==> src/sv/tcw_pkg.sv <==
// ----------------------------------------------------------------------------
// Text console writer package
// Field widths, command codes, character constants and the internal command
// request type shared by the front end, the queue and the back end.
// ----------------------------------------------------------------------------
package tcw_pkg;

  localparam int unsigned CMD_W         = 3;
  localparam int unsigned CHAR_W        = 8;
  localparam int unsigned ROW_ARG_W     = 5;
  localparam int unsigned COL_ARG_W     = 7;
  localparam int unsigned ATTR_W        = 8;
  localparam int unsigned CELL_W        = 16;
  localparam int unsigned CURSOR_W      = 11;
  localparam int unsigned S_AXIS_DATA_W = 24;
  localparam int unsigned S_AXIS_USER_W = 3;
  localparam int unsigned M_AXIS_DATA_W = 40;

  localparam logic [CMD_W-1:0] CMD_PUT     = 3'd0;
  localparam logic [CMD_W-1:0] CMD_CLEAR   = 3'd1;
  localparam logic [CMD_W-1:0] CMD_RECOLOR = 3'd2;
  localparam logic [CMD_W-1:0] CMD_SETPOS  = 3'd3;
  localparam logic [CMD_W-1:0] CMD_READ    = 3'd4;

  localparam logic [CHAR_W-1:0] CH_NEWLINE = 8'h0A;
  localparam logic [CHAR_W-1:0] CH_SPACE   = 8'h20;
  localparam logic [ATTR_W-1:0] ATTR_RESET = 8'h07;

  typedef enum logic [2:0] {
    OP_NOP     = 3'd0,
    OP_PUT     = 3'd1,
    OP_NEWLINE = 3'd2,
    OP_CLEAR   = 3'd3,
    OP_RECOLOR = 3'd4,
    OP_SETPOS  = 3'd5,
    OP_READ    = 3'd6
  } op_e;

  typedef struct packed {
    op_e                  op;
    logic [CHAR_W-1:0]    ch;
    logic [ATTR_W-1:0]    attr;
    logic [ROW_ARG_W-1:0] row;
    logic [COL_ARG_W-1:0] col;
  } cmd_t;

endpackage

==> src/sv/tcw_queue.sv <==
// ----------------------------------------------------------------------------
// Text console writer command queue
// Short first-in first-out queue of classified command requests between the
// front end and the back end.
// ----------------------------------------------------------------------------
module tcw_queue #(
  parameter int unsigned DEPTH = 2
) (
  input  logic          clk_i,
  input  logic          rst_ni,
  input  logic          push_i,
  input  tcw_pkg::cmd_t data_i,
  input  logic          pop_i,
  output logic          full_o,
  output logic          valid_o,
  output tcw_pkg::cmd_t data_o
);

  import tcw_pkg::*;

  localparam int unsigned PW = $clog2(DEPTH);

  cmd_t          entries_q [DEPTH];
  logic [PW:0]   wr_ptr_q;
  logic [PW:0]   wr_ptr_d;
  logic [PW:0]   rd_ptr_q;
  logic [PW:0]   rd_ptr_d;

  assign valid_o = wr_ptr_q != rd_ptr_q;
  assign full_o  = (wr_ptr_q[PW] != rd_ptr_q[PW]) && (wr_ptr_q[PW-1:0] == rd_ptr_q[PW-1:0]);
  assign data_o  = entries_q[rd_ptr_q[PW-1:0]];

  assign wr_ptr_d = push_i ? wr_ptr_q + 1'b1 : wr_ptr_q;
  assign rd_ptr_d = pop_i ? rd_ptr_q + 1'b1 : rd_ptr_q;

  always_ff @(posedge clk_i) begin
    if (push_i) begin
      entries_q[wr_ptr_q[PW-1:0]] <= data_i;
    end
  end

  always_ff @(posedge clk_i or negedge rst_ni) begin
    if (!rst_ni) begin
      wr_ptr_q <= '0;
      rd_ptr_q <= '0;
    end else begin
      wr_ptr_q <= wr_ptr_d;
      rd_ptr_q <= rd_ptr_d;
    end
  end

endmodule

==> config.mk <==
export PLATFORM = sky130hd
export DESIGN_NAME = tcw_queue
export DESIGN_NICKNAME = d
export VERILOG_FILES = /design/src/sv/tcw_pkg.sv /design/src/sv/tcw_queue.sv
export SDC_FILE = /design/constraint.sdc
export NUM_CORES = 1
export LEC_CHECK = 0
export ABC_AREA = 0
export BUFFER_PORTS_ARGS = -buffer_cell sky130_fd_sc_hd__buf_2
export CELL_PAD_IN_SITES_DETAIL_PLACEMENT = 0
export CELL_PAD_IN_SITES_GLOBAL_PLACEMENT = 2
export CORE_MARGIN = 1
export CORE_UTILIZATION = 41
export CTS_CLUSTER_DIAMETER = 40
export DETAILED_ROUTE_END_ITERATION = 8
export GPL_ROUTABILITY_DRIVEN = 0
export PLACE_DENSITY = 0.8
export SYNTH_ARGS = -nofsm -noshare
export SYNTH_HDL_FRONTEND = slang
export SYNTH_SLANG_ARGS = --single-unit
export TNS_END_PERCENT = 50
==> constraint.sdc <==
create_clock -name clk_i -period 4.2 [get_ports clk_i]
set_input_delay 0 -clock clk_i [delete_from_list [all_inputs] [get_ports clk_i]]
set_output_delay 0 -clock clk_i [all_outputs]
set_load 0.005 [all_outputs]
==> results.yml <==
setup_path:
  arrival_ns: 1.91
  cp-start-kind: "flop"
  r2r-start: "wr_ptr_q[0]"
  cp-end-kind: "primary output"
  worstSetupStartpoint: "rd_ptr_q[0]"
  crit_type: "flop to primary output"
  cp_max_fo: 34
  cpPeakStageDelay_ns: 1.04
  crit_buf_inv: 1
  crit_required_ns: 4.20
  crit_family: "flip-flops"
  crit_slowest_cell: "dfrtp_2"
  crit_chain: "mux2_2 > buf_2"
cells_and_area:
  num-nets-final: 257
  drive_gt1_share_pct: 50.0
  antenna_cells_inserted: 0
  syn_to_final_growth_pct: 35.1
  finalNonFillerCells: 301
synth:
  synth_seq_cells: 66
  syn_area_um2: 2570
  syn_avg_cell_area_um2: 22.9
  ys_types: 11
  syn_inst: 112
  ys_seq_area_share_pct: 76.5
  synth_warnings: 0
  synth_fp_nets: 147
timing:
  min_period_over_period_pct: 45.5
  drv_slew: 0
  fin_skew_ns: 0.00550
  hold_violations: 0
  rsz0062_at_grt: "false"
  setup_tns_ns: 0
  setup_ws_ns: 2.29
  fmax_ghz: 0.523
  maxSlewHeadroom_pct: 31.5
  finalCriticalPeriod_ns: 1.91
  tightest_slew_ns: 1.03
  setup_violations: 0
die:
  ios: 68
  die-area_um2: 6580
  fp.coreArea_um2: 5990
  die_h_um: 81.1
  start_util_pct: 42.8
  die_x_um: 81.1
  num_rows: 28
grt:
  grt_pass1_vias: 1412
  grt_max_degree: 35
  grt-busiest-layer: "met2"
  overflow: 0
  grt_use_met3_pct: 4.04
  antenna_found_initial: 0
  use_met1_pct: 17.0
  grt_util_met2_pct: 23.0
  grtUsageTotal_pct: 14.4
  grt_pass1_wl_um: 6540
routing:
  vias: 1354
  drc_errors: 0
  ant_nets: 0
  drt_wl_total_um: 4310
  avgRoutedWirePerCell_um: 14.3
  dr.pass1.iters: 4
  via_per_inst: 4.50
  drtIter0Drc: 55
clock_network:
  cts_tree: "done"
  cts_inserted_buffers: 9
  root_buffer: "clkbuf_8"
  clkTransAtPathRegs_ns: 0.07
  clock_path_buffers: 2
  cts.sinks: 66
  htreeDepth: 3
  postCtsSetupBuffers: 0
  clock_latency_ns: 0.32
placement:
  port-buffer-count: 67
  post-place-ws_ns: 2.52
  dp.cells: 251
power:
  p_leak_uw: 0.00141
  power.density_nw_per_um2: 595
  max-vdd-ir-drop_uv: 486
hold_path:
  hold_path_class: "input pin to flop"
  hold_start: "data_i[24]"
run_status:
  status: "finished, final reports clean"
job:
  cap_violations: 0
[layer usage]
layer | routed length [um] | up-vias | share of wire (%)
li1 | - | 649 | -
met1 | 1830 | 646 | 42
met2 | 2180 | 50 | 51
met3 | 229 | 9 | 5.3
met4 | 76 | 0 | 1.8
met5 | 0 | - | 0
[cell usage in the layout, fill, tap and decap left out, drive strengths merged]
cell         Yosys  layout
buf              4      68
edfxtp          62      62
dlygate4sd3      0      35
mux2            31      31
clkbuf           0      11
dfrtp            4       4
xnor2            3       3
xor2             3       3
clkinv           0       3
nand2            2       2
nor2b            2       2
and2             1       1
bufinv           0       1
[timing repair]
action,CTS,global route
hold endpoints to repair,69,0
hold buffers,35,0
gates resized for setup,0,0
[cells in the mapped netlist, drive strengths merged]
library cell / count / area (um^2)
edfxtp: 62 / 1860
mux2: 31 / 454
buf: 4 / 71.3
dfrtp: 4 / 100
xnor2: 3 / 26.3
xor2: 3 / 26.3
nand2: 2 / 7.51
nor2b: 2 / 12.5
and2: 1 / 6.26
[path summary, 6_finish.rpt]
path / to / slack (ns) / cells past startpoint
max: data_o[16] / 2.29 / 2
min: entries_q[0][24] / 0.40 / 2
max reg2reg: entries_q[1][30] / 2.52 / 2
min reg2reg: wr_ptr_q[1] / 0.49 / 1
max in group asynchronous: rd_ptr_q[0] / 3.45 / 3
min in group asynchronous: wr_ptr_q[0] / 0.57 / 3
[report_power, final]
part	switching, uW	leakage (uW)	total, uW	internal (uW)
clock network	207	0.0000906	474	267
logic	204	0.000693	579	375
registers	130	0.000628	1010	878
total	540	0.00141	2060	1520
[cells by family after synthesis]
logic type / after synthesis / share of synthesized area (%)
flops: 66 / 76.5
mux: 31 / 17.7
xor+xnor: 6 / 2.05
simple gates: 5 / 1.02
buf+inv: 4 / 2.78
[metrics by stage]
stage | hold slack (ns) | cell area (um^2) | utilization (%) | total power (uW)
floorplan | -0.296 | 2570 | - | 1420
global placement | -0.190 | 2940 | 49.1 | 1570
detailed placement | -0.190 | 2940 | 49.1 | 1580
CTS | 0.380 | 3470 | 57.9 | 2090
global route | 0.383 | 3470 | 57.9 | 2180
finish | 0.402 | 3470 | 57.9 | 2060
[cell type report]
cell class	count	area, um^2
clock buffer	11	131
clock inverter	4	43.8
fill	472	2520
multi-input combinational	42	541
sequential	66	1960
tap	75	93.8
timing repair buffer	103	693
[registers in the layout, summed over array words and instances, names as in the netlist]
register and cells:
entries_q 62, rd_ptr_q 2, wr_ptr_q 2
(Power assumes the default switching activity.)
