$ cat src/sv/tcw_pkg.sv
// ----------------------------------------------------------------------------
// Text console writer package
// Field widths, command codes, character constants and the internal command
// request type shared by the front end, the queue and the back end.
// ----------------------------------------------------------------------------
package tcw_pkg;

  localparam int unsigned CMD_W         = 3;
  localparam int unsigned CHAR_W        = 8;
  localparam int unsigned ROW_ARG_W     = 5;
  localparam int unsigned COL_ARG_W     = 7;
  localparam int unsigned ATTR_W        = 8;
  localparam int unsigned CELL_W        = 16;
  localparam int unsigned CURSOR_W      = 11;
  localparam int unsigned S_AXIS_DATA_W = 24;
  localparam int unsigned S_AXIS_USER_W = 3;
  localparam int unsigned M_AXIS_DATA_W = 40;

  localparam logic [CMD_W-1:0] CMD_PUT     = 3'd0;
  localparam logic [CMD_W-1:0] CMD_CLEAR   = 3'd1;
  localparam logic [CMD_W-1:0] CMD_RECOLOR = 3'd2;
  localparam logic [CMD_W-1:0] CMD_SETPOS  = 3'd3;
  localparam logic [CMD_W-1:0] CMD_READ    = 3'd4;

  localparam logic [CHAR_W-1:0] CH_NEWLINE = 8'h0A;
  localparam logic [CHAR_W-1:0] CH_SPACE   = 8'h20;
  localparam logic [ATTR_W-1:0] ATTR_RESET = 8'h07;

  typedef enum logic [2:0] {
    OP_NOP     = 3'd0,
    OP_PUT     = 3'd1,
    OP_NEWLINE = 3'd2,
    OP_CLEAR   = 3'd3,
    OP_RECOLOR = 3'd4,
    OP_SETPOS  = 3'd5,
    OP_READ    = 3'd6
  } op_e;

  typedef struct packed {
    op_e                  op;
    logic [CHAR_W-1:0]    ch;
    logic [ATTR_W-1:0]    attr;
    logic [ROW_ARG_W-1:0] row;
    logic [COL_ARG_W-1:0] col;
  } cmd_t;

endpackage

$ cat src/sv/tcw_front.sv
// ----------------------------------------------------------------------------
// Text console writer front end
// Accepts command requests, holds the attribute register and classifies each
// request into an internal operation with saturated or checked arguments.
// ----------------------------------------------------------------------------
module tcw_front #(
  parameter int unsigned COLUMNS = 80,
  parameter int unsigned ROWS    = 25
) (
  input  logic                                clk_i,
  input  logic                                rst_ni,
  input  logic                                cfg_valid_i,
  output logic                                cfg_ready_o,
  input  logic [tcw_pkg::ATTR_W-1:0]          cfg_data_i,
  input  logic                                s_tvalid_i,
  output logic                                s_tready_o,
  input  logic [tcw_pkg::S_AXIS_DATA_W-1:0]   s_tdata_i,
  input  logic [tcw_pkg::S_AXIS_USER_W-1:0]   s_tuser_i,
  input  logic                                queue_full_i,
  input  logic                                init_busy_i,
  output logic                                push_o,
  output tcw_pkg::cmd_t                       cmd_o
);

  import tcw_pkg::*;

  logic [ATTR_W-1:0]    attr_q;
  logic [CMD_W-1:0]     cmd_code;
  logic [CHAR_W-1:0]    char_code;
  logic [ROW_ARG_W-1:0] row_arg;
  logic [COL_ARG_W-1:0] col_arg;
  logic                 row_over;
  logic                 col_over;

  assign cfg_ready_o = 1'b1;

  always_ff @(posedge clk_i or negedge rst_ni) begin
    if (!rst_ni) begin
      attr_q <= ATTR_RESET;
    end else if (cfg_valid_i) begin
      attr_q <= cfg_data_i;
    end
  end

  assign cmd_code  = s_tuser_i[CMD_W-1:0];
  assign char_code = s_tdata_i[CHAR_W-1:0];
  assign row_arg   = s_tdata_i[CHAR_W +: ROW_ARG_W];
  assign col_arg   = s_tdata_i[CHAR_W+ROW_ARG_W +: COL_ARG_W];
  assign row_over  = int'(row_arg) >= int'(ROWS);
  assign col_over  = int'(col_arg) >= int'(COLUMNS);

  assign s_tready_o = !queue_full_i && !init_busy_i;
  assign push_o     = s_tvalid_i && s_tready_o;

  always_comb begin
    cmd_o      = '0;
    cmd_o.op   = OP_NOP;
    cmd_o.ch   = char_code;
    cmd_o.attr = attr_q;
    cmd_o.row  = row_arg;
    cmd_o.col  = col_arg;
    unique case (cmd_code)
      CMD_PUT: begin
        cmd_o.op = (char_code == CH_NEWLINE) ? OP_NEWLINE : OP_PUT;
      end
      CMD_CLEAR: begin
        cmd_o.op = OP_CLEAR;
      end
      CMD_RECOLOR: begin
        cmd_o.op = OP_RECOLOR;
      end
      CMD_SETPOS: begin
        cmd_o.op  = OP_SETPOS;
        cmd_o.row = row_over ? ROW_ARG_W'(ROWS - 1) : row_arg;
        cmd_o.col = col_over ? COL_ARG_W'(COLUMNS - 1) : col_arg;
      end
      CMD_READ: begin
        cmd_o.op = (row_over || col_over) ? OP_NOP : OP_READ;
      end
      default: begin
        cmd_o.op = OP_NOP;
      end
    endcase
  end

endmodule

$ cat config.mk
export PLATFORM = sky130hd
export DESIGN_NAME = tcw_front
export DESIGN_NICKNAME = d
export VERILOG_FILES = /design/src/sv/tcw_pkg.sv /design/src/sv/tcw_front.sv
export SDC_FILE = /design/constraint.sdc
export NUM_CORES = 1
export LEC_CHECK = 0
export BUFFER_PORTS_ARGS = -buffer_cell sky130_fd_sc_hd__buf_2
export CORE_MARGIN = 5
export CORE_UTILIZATION = 28
export DETAILED_ROUTE_END_ITERATION = 7
export PLACE_DENSITY = 0.77
export SLEW_MARGIN = 20
export SYNTH_ARGS = -nofsm -noshare
export SYNTH_HDL_FRONTEND = slang
export SYNTH_SLANG_ARGS = --single-unit
export TNS_END_PERCENT = 100
$ cat constraint.sdc
create_clock -name clk_i -period 0.8 [get_ports clk_i]
set_input_delay 0.04 -clock clk_i [delete_from_list [all_inputs] [get_ports clk_i]]
set_output_delay 0.04 -clock clk_i [all_outputs]
set_load 0.02 [all_outputs]
==> tab_implementation.tex, run 1 <==
\begin{tabular}{lr}
\hline
Metric & Value \\
\hline
\multicolumn{2}{l}{\textbf{Setup path}} \\
Arrival @ worst endpoint & 0.91 ns \\
CP required & 0.76 ns \\
Worst setup slack for register-to-register paths & 0.02 ns \\
Length in cells of the worst reg-to-reg path & 1 \\
Max Fanout on Critical Path & 2 \\
WS Path Type & input port to output pin \\
R2r startpoint & attr\_q[6] \\
Kind of start point of the critical path & input port \\
Setup crit end kind & output pin \\
Endpoint of the lowest-slack register-to-register path & attr\_q[6] \\
\multicolumn{2}{l}{\textbf{Drt}} \\
Number of DRC violations after detailed-routing iteration 0 & 5 \\
Wirelength per Cell & 12.8 um \\
Number of nets with antenna violations after routing & 0 \\
Mean number of vias per cell & 4.41 \\
Count of vias placed by the detailed router & 661 \\
Total routed wirelength & 1920 um \\
TritonRoute pass-1 iters & 3 \\
Post-route DRC & 0 \\
\multicolumn{2}{l}{\textbf{STA}} \\
Unrepaired setup endpoints after global routing & true \\
Post-route setup slack & -0.145 ns \\
Final count of hold timing violations & 0 \\
Fmax & 1.06 GHz \\
Ratio of final minimum period to clock period & 1.18 \\
Number of setup violations in the final report & 12 \\
Final Skew & 0 ns \\
Final min period & 0.945 ns \\
Pins Over Slew Limit & 0 \\
\multicolumn{2}{l}{\textbf{Global routing}} \\
First-pass GRT wire length & 3230 um \\
Largest net degree at the start of global routing & 9 \\
Number of global-route vias before repair & 727 \\
Total grt overflow & 0 \\
GR Util All Layers & 0.130 \\
Initial antenna violation count & 0 \\
\multicolumn{2}{l}{\textbf{Clock tree}} \\
Insertion delay of the later-clocked pin in the worst-skew pair & 0.25 ns \\
Clock tree from TritonCTS & done \\
CTS clock-pin slew for the worst setup and hold paths & 0.06 ns \\
Clk buf depth & 2 \\
Number of clock sinks & 8 \\
Post-CTS setup-driven buffer insertion count & 0 \\
H-tree level count & 1 \\
TritonCTS Buffers & 3 \\
Cell chosen for the clock root & clkbuf\_4 \\
\multicolumn{2}{l}{\textbf{Layout}} \\
Regs by FF count & attr\_q x8 \\
Reg with most FFs & attr\_q \\
Area of all sequential standard cells & 210 um2 \\
Number of antenna diodes & 0 \\
Multi-input logic area & 310 um2 \\
Largest register FFs & 8 \\
Area growth from synthesis to layout & 89.8\% \\
Ratio of cells with drive above 1 in the final layout & 0.805 \\
Number of nets at the end of the flow & 165 \\
Total of fill cells in the finished design & 206 \\
\multicolumn{2}{l}{\textbf{Power and ir drop}} \\
Worst vdd ir & 1300 uV \\
Overall power after layout & 1.43 mW \\
Power Density & 1310 mW/mm2 \\
Leakage dissipation & 0.549 nW \\
\multicolumn{2}{l}{\textbf{Synthesis}} \\
Number of standard cells after synthesis & 58 \\
Total nets after synthesis & 99 \\
Async S/R FF share, synth & 1.00 \\
Count of yosys warnings during synthesis & 0 \\
Post-synthesis sequential element count & 8 \\
Mapped cell area & 577 um2 \\
Sequential element share of the synthesized area & 0.354 \\
Main synth FF type & dfrtp\_1 \\
Count of flip-flops with a built-in enable after synthesis & 0 \\
Average footprint of a synthesized cell & 9.94 um2 \\
Yosys cell types & 24 \\
\multicolumn{2}{l}{\textbf{Die}} \\
Area inside the core boundary & 0.00196 mm2 \\
Overall die area & 0.00307 mm2 \\
Number of rows created at floorplan & 16 \\
Horizontal die dimension & 55.4 um \\
Initial cell density of the core & 0.294 \\
Vertical die dimension & 55.4 um \\
Count of boundary I/O pins & 75 \\
\multicolumn{2}{l}{\textbf{Placement}} \\
Buffers on Ports & 69 \\
GP Congestion & 0.795 \\
HPWL after DPL & 1540 um \\
Minimum setup slack after placement & -0.195 ns \\
\multicolumn{2}{l}{\textbf{Hold path}} \\
Worst Hold Path Cells & 2 \\
Hold-critical path endpoint & attr\_q[3] \\
Hold Path Class & input port to flip-flop \\
Worst hold path startpoint & cfg\_data\_i[3] \\
\multicolumn{2}{l}{\textbf{Status}} \\
Result of the run & finished with violations \\
Violations in the final reports & negative setup slack \\
\multicolumn{2}{l}{\textbf{Flow run}} \\
Total of max-cap violations & 0 \\
\hline
\end{tabular}
[logic make-up after synthesis]
| logic type | count (synthesis) | synth area share |
|---|---|---|
| AOI/OAI and AO/OA | 7 | 0.0954 |
| muxes | 8 | 0.156 |
| buffers and inverters | 14 | 0.152 |
| other | 1 | 0.00650 |
| DFF | 8 | 0.354 |
| and+or+nand+nor | 20 | 0.236 |
[synth_stat cells, types with 2 or more instances]
library cell | instances | area [um2]
clkbuf_1 | 3 | 11.3
and2_1 | 3 | 18.8
dfrtp_1 | 5 | 125
o21ai_0 | 2 | 10.0
or2_1 | 4 | 25.0
nor2b_1 | 3 | 18.8
mux2_2 | 8 | 90.1
dfstp_2 | 3 | 78.8
buf_4 | 9 | 67.6
nor2_1 | 4 | 15.0
[cell type report]
type,instances,share of cell area
Sequential cell,8,0.192
Tap cell,27,0.0309
Inverter,1,0.00343
Timing Repair Buffer,74,0.466
Clock buffer,4,0.0240
Multi-Input combinational cell,36,0.283
[cells in the final DEF (no fill, tap or decap), types with 2 or more instances in the layout]
master     n
or2_1      4
buf_6     16
buf_2     49
buf_4      6
buf_8      2
and2_1     3
dfstp_2    3
nor2b_1    3
nor2_1     3
clkbuf_4   3
dfrtp_2    5
mux2_2     8
[through the flow]
step	cell area, um2	util	TNS [ns]	hold slack, ns	instances
final	1090	0.558	-0.858	0.0183	150
after global routing	1090	0.558	-1.58	0.0118	150
after CTS	1070	0.543	-0.913	0.0147	150
after detailed placement	908	0.463	-0.666	-0.108	145
after global placement	908	0.463	-0.576	-0.115	145
after floorplan	583	-	-0.0875	-0.256	58
[per-layer routing]
layer | GRT usage | wire length [um] | vias up
met5 | 0 | 0 | -
met1 | 0.114 | 562 | 306
met4 | 0.0417 | 53 | 0
met3 | 0.0583 | 158 | 6
met2 | 0.257 | 1140 | 29
li1 | - | - | 320
[power by group]
| part | switching [mW] | leakage [nW] | total (mW) | internal (mW) |
|---|---|---|---|---|
| clock network | 0.133 | 0.0150 | 0.324 | 0.190 |
| registers | 0.0284 | 0.0850 | 0.491 | 0.462 |
| logic | 0.303 | 0.449 | 0.616 | 0.313 |
| total | 0.464 | 0.549 | 1.43 | 0.966 |
[what timing repair did]
action                                  4_1_cts  5_1_grt
resized for setup                            36        5
cloned                                        0        0
endpoints found under the hold margin         8        0
pin swaps                                     6        5
hold buffers                                  1        0
endpoints found under the setup margin       15       20
[worst max-delay path, cell delays in order]
cell	delay, ns
buf_8	0.10
nor4_4	0.30
a21oi_2	0.09
o31ai_2	0.19
buf_4	0.18
[worst max path at each step]
stage	startpoint	end	slack (ns)	depth (start not counted)
6_report	s_tdata_i[5]	cmd_o[29]	-0.15	5
5_1_grt	s_tdata_i[5]	cmd_o[29]	-0.21	5
4_1_cts	attr_q[1]	cmd_o[13]	-0.15	1
3_5_place_dp	s_tdata_i[5]	cmd_o[29]	-0.20	5
3_3_place_gp	s_tdata_i[5]	cmd_o[29]	-0.17	5
2_1_floorplan	s_tdata_i[5]	cmd_o[29]	-0.02	3
No activity file was read; power rests on OpenSTA's default activity.
==> inputs of run 2 (changes only) <==
--- a/config.mk
+++ b/config.mk
@@ -5,11 +5,12 @@
 export SDC_FILE = /design/constraint.sdc
 export NUM_CORES = 1
 export LEC_CHECK = 0
+export ABC_AREA = 1
 export BUFFER_PORTS_ARGS = -buffer_cell sky130_fd_sc_hd__buf_2
 export CORE_MARGIN = 5
-export CORE_UTILIZATION = 28
+export CORE_UTILIZATION = 30
 export DETAILED_ROUTE_END_ITERATION = 7
-export PLACE_DENSITY = 0.77
+export PLACE_DENSITY = 0.78
 export SLEW_MARGIN = 20
 export SYNTH_ARGS = -nofsm -noshare
 export SYNTH_HDL_FRONTEND = slang
==> tab_implementation.tex, run 2 <==
\begin{tabular}{lr}
\hline
Metric & Value \\
\hline
\multicolumn{2}{l}{\textbf{Synthesis}} \\
Cell type with the highest aggregate area in the netlist & dfrtp\_1 (unchanged) \\
Count of yosys warnings during synthesis & 0 (unchanged) \\
Count of flip-flops with a built-in enable after synthesis & 0 (unchanged) \\
Mapped cell area & 663 um2 (was 577 um2) \\
Main synth FF type & dfrtp\_1 (unchanged) \\
Most frequent cells after synthesis & 19 x inv\_1, 14 x nand2\_1, 12 x nor2\_1, 9 x buf\_4, 8 x mux2\_4 (was 9 x buf\_4, 8 x mux2\_2, 5 x dfrtp\_1, 4 x nor2\_1, 4 x or2\_1) \\
Async S/R FF share, synth & 1.00 (unchanged) \\
Total nets after synthesis & 128 (was 99) \\
Number of standard cells after synthesis & 87 (was 58) \\
Yosys cell types & 17 (was 24) \\
Post-synthesis sequential element count & 8 (unchanged) \\
Sequential element share of the synthesized area & 0.308 (was 0.354) \\
Most area-consuming cells after synthesis & dfrtp\_1 19\%, mux2\_4 18\%, dfstp\_2 12\% (was dfrtp\_1 22\%, mux2\_2 16\%, dfstp\_2 14\%) \\
Average footprint of a synthesized cell & 7.62 um2 (was 9.94 um2) \\
Share of the synthesized area in the top cell type & 0.189 (was 0.217) \\
Most instantiated library cell after synthesis & inv\_1 (was buf\_4) \\
\multicolumn{2}{l}{\textbf{Layout}} \\
Post-layout utilization of the core & 0.561 (was 0.558) \\
Commonest non-fill, non-tap cell in the layout & buf\_2 (unchanged) \\
Number of nets at the end of the flow & 197 (was 165) \\
Total of fill cells in the finished design & 211 (was 206) \\
Ratio of cells with drive above 1 in the final layout & 0.729 (was 0.805) \\
Reg with most FFs & attr\_q (unchanged) \\
Number of antenna diodes & 0 (unchanged) \\
Regs by FF count & attr\_q x8 (unchanged) \\
Area growth from synthesis to layout & 83.6\% (was 89.8\%) \\
Largest register FFs & 8 (unchanged) \\
Commonest non-fill, non-tap cells in the layout & 51 x buf\_2, 15 x inv\_1, 13 x buf\_6 (was 49 x buf\_2, 16 x buf\_6, 8 x mux2\_2) \\
\multicolumn{2}{l}{\textbf{Drt}} \\
Wirelength per Cell & 11.6 um (was 12.8 um) \\
Number of nets with antenna violations after routing & 0 (unchanged) \\
Count of vias placed by the detailed router & 737 (was 661) \\
TritonRoute pass-1 iters & 4 (was 3) \\
Total routed wirelength & 2120 um (was 1920 um) \\
Mean number of vias per cell & 4.03 (was 4.41) \\
Post-route DRC & 0 (unchanged) \\
Number of DRC violations after detailed-routing iteration 0 & 19 (was 5) \\
\multicolumn{2}{l}{\textbf{Power and ir drop}} \\
Power Density & 1240 mW/mm2 (was 1310 mW/mm2) \\
Worst vdd ir & 794 uV (was 1300 uV) \\
Overall power after layout & 1.51 mW (was 1.43 mW) \\
Leakage dissipation & 0.701 nW (was 0.549 nW) \\
\multicolumn{2}{l}{\textbf{Hold path}} \\
Hold-critical path endpoint & attr\_q[3] (unchanged) \\
Worst Hold Path Cells & 2 (unchanged) \\
Hold Path Class & input port to flip-flop (unchanged) \\
Worst hold path startpoint & cfg\_data\_i[3] (unchanged) \\
\multicolumn{2}{l}{\textbf{Global routing}} \\
Number of global-route vias before repair & 718 (was 727) \\
Total grt overflow & 0 (unchanged) \\
GR Util All Layers & 0.121 (was 0.130) \\
Initial antenna violation count & 0 (unchanged) \\
First-pass GRT wire length & 3150 um (was 3230 um) \\
Largest net degree at the start of global routing & 9 (unchanged) \\
\multicolumn{2}{l}{\textbf{Setup path}} \\
WS Path Type & flip-flop to output pin (was input port to output pin) \\
R2r startpoint & attr\_q[0] (was attr\_q[6]) \\
Setup crit end kind & output pin (unchanged) \\
Buffer and inverter count on the worst path & 1 (was 2) \\
Max Fanout on Critical Path & 2 (unchanged) \\
Length in cells of the worst reg-to-reg path & 2 (was 1) \\
Critical path origin & attr\_q[1] (was s\_tdata\_i[5]) \\
Kind of start point of the critical path & flip-flop (was input port) \\
Delay-heaviest family, CP & flip-flops (was simple AND/OR/NAND/NOR gates) \\
Crit path max-delay cell type & dfstp\_2 (was nor4\_4) \\
Maximum cell stage delay along the critical path & 0.55 ns (was 0.30 ns) \\
CP required & 0.76 ns (about the same) \\
Arrival @ worst endpoint & 0.91 ns (about the same) \\
Endpoint of the lowest-slack register-to-register path & attr\_q[0] (was attr\_q[6]) \\
Worst setup slack for register-to-register paths & -0.03 ns (was 0.02 ns) \\
Sequence of cells on the critical path & buf\_6 (was buf\_8 > nor4\_4 > a21oi\_2 > o31ai\_2 > buf\_4) \\
\multicolumn{2}{l}{\textbf{Placement}} \\
GP Congestion & 0.775 (was 0.795) \\
Minimum setup slack after placement & -0.0408 ns (was -0.195 ns) \\
Buffers on Ports & 69 (unchanged) \\
HPWL after DPL & 1720 um (was 1540 um) \\
\multicolumn{2}{l}{\textbf{Clock tree}} \\
Cell chosen for the clock root & clkbuf\_4 (unchanged) \\
CTS clock-pin slew for the worst setup and hold paths & 0.06 ns (about the same) \\
Clk buf depth & 2 (unchanged) \\
TritonCTS Buffers & 3 (unchanged) \\
Number of clock sinks & 8 (unchanged) \\
Clock tree from TritonCTS & done (unchanged) \\
Insertion delay of the later-clocked pin in the worst-skew pair & 0.24 ns (was 0.25 ns) \\
H-tree level count & 1 (unchanged) \\
\multicolumn{2}{l}{\textbf{STA}} \\
Ratio of final minimum period to clock period & 1.19 (was 1.18) \\
Unrepaired setup endpoints after global routing & true (unchanged) \\
Post-route setup slack & -0.155 ns (was -0.145 ns) \\
Setup total negative slack & -0.635 ns (was -0.858 ns) \\
Final count of hold timing violations & 0 (unchanged) \\
Hold\_ws & 0.0206 ns (was 0.0183 ns) \\
Pins Over Slew Limit & 0 (unchanged) \\
Final Skew & 0 ns (unchanged) \\
Fmax & 1.05 GHz (was 1.06 GHz) \\
Number of setup violations in the final report & 12 (unchanged) \\
Final min period & 0.955 ns (was 0.945 ns) \\
\multicolumn{2}{l}{\textbf{Die}} \\
Count of boundary I/O pins & 75 (unchanged) \\
Horizontal die dimension & 57.0 um (was 55.4 um) \\
Area inside the core boundary & 0.00217 mm2 (was 0.00196 mm2) \\
Initial cell density of the core & 0.306 (was 0.294) \\
Overall die area & 0.00325 mm2 (was 0.00307 mm2) \\
Vertical die dimension & 57.0 um (was 55.4 um) \\
Number of rows created at floorplan & 17 (was 16) \\
\multicolumn{2}{l}{\textbf{Status}} \\
Result of the run & finished with violations (unchanged) \\
Violations in the final reports & negative setup slack (unchanged) \\
\multicolumn{2}{l}{\textbf{Flow run}} \\
Total of max-cap violations & 0 (unchanged) \\
\hline
\end{tabular}
[run 2: cell count changes after synthesis, moves of 3 or more]
cell / delta
nor2_1: +8
inv_1: +18
nor2b_1: -3
or2_1: -4
mux2_2: -8
and2_1: -3
nand2_1: +14
mux2_4: +8
nand3_1: +3
[run 2: worst register-to-register path: cells and delay by family (launching register included)]
family	cells	cell delay (ns)
flops	1	0.37
buf+inv	1	0.12
mux	1	0.26
[run 2: stage by stage]
step | instances | cell area [um2]
final | 183 | 1220
after global routing | 183 | 1220
after CTS | 176 | 1060
after detailed placement | 171 | 960
after global placement | 171 | 960
after floorplan | 87 | 669
[run 2: how the worst max path moves through the flow]
stage	end	slack, ns	depth (start not counted)
6_report	cmd_o[13]	-0.15	1
5_1_grt	cmd_o[13]	-0.19	1
4_1_cts	cmd_o[13]	-0.17	1
3_5_place_dp	cmd_o[29]	-0.04	7
3_3_place_gp	cmd_o[2]	0.03	7
2_1_floorplan	attr_q[3]	-0.02	1
[run 2: kinds of logic after synthesis]
kind of cell           count (synthesis)  synth area share
other                                  1           0.00565
multiplexers                           8             0.181
buffers and inverters                 33             0.249
AND/OR/NAND/NOR                       33             0.221
flip-flops                             8             0.308
AO/OA/AOI/OAI                          4            0.0358
[run 2: timing repair]
action	in CTS	in global routing
resized for setup	22	36
endpoints found under the hold margin	8	1
setup buffers	0	6
pin swaps	3	8
hold buffers	1	1
endpoints found under the setup margin	10	22
[run 2: cell type report]
cell class	count	area [um2]	area share
clock buffer	4	26.3	0.0216
inverter	20	82.6	0.0678
multi-input combinational	46	359	0.295
sequential	8	210	0.173
tap	28	35.0	0.0288
timing repair buffer	77	504	0.414
[run 2: metal layers]
metal | up-vias | track usage | share of wire
met4 | 0 | 0.0298 | 0.0061
met2 | 18 | 0.243 | 0.61
met5 | - | 0 | 0
met3 | 2 | 0.0294 | 0.043
li1 | 384 | - | -
met1 | 333 | 0.121 | 0.34
[run 2: power by group]
group          switching, mW  total (mW)  internal (mW)
Sequential            0.0321       0.494          0.462
Combinational          0.345       0.688          0.343
Clock                  0.136       0.326          0.191
==> inputs of run 3 (changes only) <==
--- a/config.mk
+++ b/config.mk
@@ -10,7 +10,9 @@
 export CORE_MARGIN = 5
 export CORE_UTILIZATION = 30
 export DETAILED_ROUTE_END_ITERATION = 7
+export GPL_ROUTABILITY_DRIVEN = 0
 export PLACE_DENSITY = 0.78
+export SKIP_CTS_REPAIR_TIMING = 1
 export SLEW_MARGIN = 20
 export SYNTH_ARGS = -nofsm -noshare
 export SYNTH_HDL_FRONTEND = slang
==> tab_implementation.tex, run 3 (synthesized netlist as in run 2, its figures left out) <==
\begin{tabular}{lr}
\hline
Metric & Value \\
\hline
\multicolumn{2}{l}{\textbf{Global routing}} \\
First-pass GRT wire length & 2990 um (was 3150 um) \\
Number of global-route vias before repair & 700 (was 718) \\
Total grt overflow & 0 (unchanged) \\
Initial antenna violation count & 0 (unchanged) \\
GR Util All Layers & 0.115 (was 0.121) \\
Largest net degree at the start of global routing & 9 (unchanged) \\
\multicolumn{2}{l}{\textbf{Setup path}} \\
Endpoint of the lowest-slack register-to-register path & attr\_q[0] (unchanged) \\
Buffer and inverter count on the worst path & 1 (unchanged) \\
WS Path Type & flip-flop to output pin (unchanged) \\
Crit path capture & cmd\_o[13] (unchanged) \\
Maximum cell stage delay along the critical path & 0.55 ns (about the same) \\
Worst setup slack for register-to-register paths & -0.03 ns (about the same) \\
CP required & 0.76 ns (about the same) \\
Length in cells of the worst reg-to-reg path & 2 (unchanged) \\
R2r startpoint & attr\_q[0] (unchanged) \\
Crit path max-delay cell type & dfstp\_2 (unchanged) \\
Kind of start point of the critical path & flip-flop (unchanged) \\
Max Fanout on Critical Path & 2 (unchanged) \\
Arrival @ worst endpoint & 0.91 ns (about the same) \\
Delay-heaviest family, CP & flip-flops (unchanged) \\
Critical Path Stages & 1 (unchanged) \\
Critical path origin & attr\_q[1] (unchanged) \\
Sequence of cells on the critical path & buf\_6 (unchanged) \\
Setup crit end kind & output pin (unchanged) \\
\multicolumn{2}{l}{\textbf{Flow run}} \\
Total of max-cap violations & 0 (unchanged) \\
\multicolumn{2}{l}{\textbf{Drt}} \\
TritonRoute pass-1 iters & 2 (was 4) \\
Wirelength per Cell & 11.2 um (was 11.6 um) \\
Number of DRC violations after detailed-routing iteration 0 & 17 (was 19) \\
Number of nets with antenna violations after routing & 0 (unchanged) \\
Total routed wirelength & 2050 um (was 2120 um) \\
Post-route DRC & 0 (unchanged) \\
Mean number of vias per cell & 3.98 (was 4.03) \\
Count of vias placed by the detailed router & 724 (was 737) \\
\multicolumn{2}{l}{\textbf{STA}} \\
Final min period & 0.955 ns (about the same) \\
Fmax & 1.05 GHz (unchanged) \\
Post-route setup slack & -0.155 ns (about the same) \\
Pins Over Slew Limit & 0 (unchanged) \\
Ratio of final minimum period to clock period & 1.19 (about the same) \\
Final Skew & 0 ns (unchanged) \\
Number of setup violations in the final report & 12 (unchanged) \\
Final count of hold timing violations & 0 (unchanged) \\
Unrepaired setup endpoints after global routing & true (unchanged) \\
Hold\_ws & 0.0196 ns (was 0.0206 ns) \\
\multicolumn{2}{l}{\textbf{Hold path}} \\
Hold Path Class & input port to flip-flop (unchanged) \\
\multicolumn{2}{l}{\textbf{Placement}} \\
Post-placement cell area & 960 um2 (unchanged) \\
HPWL after DPL & 1720 um (unchanged) \\
Buffers on Ports & 69 (unchanged) \\
Minimum setup slack after placement & -0.0408 ns (unchanged) \\
\multicolumn{2}{l}{\textbf{Clock tree}} \\
Insertion delay of the later-clocked pin in the worst-skew pair & 0.25 ns (was 0.24 ns) \\
Clk buf depth & 2 (unchanged) \\
Cell chosen for the clock root & clkbuf\_4 (unchanged) \\
TritonCTS Buffers & 3 (unchanged) \\
H-tree level count & 1 (unchanged) \\
Number of clock sinks & 8 (unchanged) \\
Clock tree from TritonCTS & done (unchanged) \\
CTS clock-pin slew for the worst setup and hold paths & 0.06 ns (about the same) \\
\multicolumn{2}{l}{\textbf{Layout}} \\
Reg with most FFs & attr\_q (unchanged) \\
Commonest non-fill, non-tap cell in the layout & buf\_2 (unchanged) \\
Ratio of cells with drive above 1 in the final layout & 0.708 (was 0.729) \\
Number of antenna diodes & 0 (unchanged) \\
Total of fill cells in the finished design & 213 (was 211) \\
Regs by FF count & attr\_q x8 (unchanged) \\
Commonest non-fill, non-tap cells in the layout & 53 x buf\_2, 17 x inv\_1, 12 x buf\_6 (was 51 x buf\_2, 15 x inv\_1, 13 x buf\_6) \\
Post-layout utilization of the core & 0.548 (was 0.561) \\
Number of nets at the end of the flow & 196 (was 197) \\
Final Cell Area & 0.00119 mm2 (was 0.00122 mm2) \\
Area growth from synthesis to layout & 79.2\% (was 83.6\%) \\
Largest register FFs & 8 (unchanged) \\
\multicolumn{2}{l}{\textbf{Power and ir drop}} \\
Overall power after layout & 1.49 mW (was 1.51 mW) \\
Relative contribution of sequential cells to total power & 0.332 (was 0.328) \\
Worst vdd ir & 801 uV (was 794 uV) \\
Reported net switching power & 0.505 mW (was 0.512 mW) \\
Internal & 0.984 mW (was 0.996 mW) \\
Switching portion of total power & 0.339 (was 0.340) \\
Clk network pwr share & 0.221 (was 0.216) \\
Leakage dissipation & 0.695 nW (was 0.701 nW) \\
Part of the power in combinational logic & 0.447 (was 0.456) \\
Power Density & 1250 mW/mm2 (was 1240 mW/mm2) \\
\multicolumn{2}{l}{\textbf{Die}} \\
Area inside the core boundary & 0.00217 mm2 (unchanged) \\
Horizontal die dimension & 57.0 um (unchanged) \\
Overall die area & 0.00325 mm2 (unchanged) \\
Vertical die dimension & 57.0 um (unchanged) \\
Number of rows created at floorplan & 17 (unchanged) \\
Count of boundary I/O pins & 75 (unchanged) \\
Initial cell density of the core & 0.306 (unchanged) \\
\multicolumn{2}{l}{\textbf{Status}} \\
Result of the run & finished with violations (unchanged) \\
Violations in the final reports & negative setup slack (unchanged) \\
\hline
\end{tabular}
## run 3: changes by cell type in the layout (fill, tap and decap cells not counted), sizes merged
cell  previous run  this run
buf             75        74
## run 3: how the worst min path moves through the flow
stage                       start   endpoint  slack, ns  cells past startpoint
floorplan                  rst_ni  attr_q[3]      -0.26                      0
global placement           rst_ni  attr_q[5]      -0.11                      1
detailed placement         rst_ni  attr_q[5]      -0.11                      1
CTS                        rst_ni  attr_q[5]      -0.39                      1
global route        cfg_data_i[3]  attr_q[3]      0.001                      2
finish              cfg_data_i[3]  attr_q[3]       0.02                      2
## run 3: power groups by stage
stage	sequential, mW	clock (mW)	combinational, mW
floorplan	0.542	0	0.286
finish	0.494	0.328	0.666
global placement	0.487	0	0.521
CTS	0.485	0.343	0.537
detailed placement	0.491	0	0.535
global route	0.499	0.379	0.712
## run 3: final cells by class
type	count	area (um2)	share of cell area
Clock buffer	4	26.3	0.0221
Inverter	20	77.6	0.0653
Tap cell	28	35.0	0.0295
Multi-Input combinational cell	46	352	0.296
Timing Repair Buffer	76	488	0.411
Sequential cell	8	210	0.177
## run 3: layer usage
metal | routed length (um) | track usage | vias to the layer above
li1 | - | - | 380
met1 | 698 | 0.113 | 326
met2 | 1250 | 0.232 | 18
met3 | 100 | 0.0294 | 0
met4 | 0 | 0.0298 | 0
met5 | 0 | 0 | -
## run 3: per-stage QoR
stage	TNS, ns	instances
CTS	-0.917	175
floorplan	-0.111	87
global placement	0	171
global route	-1.02	182
finish	-0.644	182
detailed placement	-0.0543	171
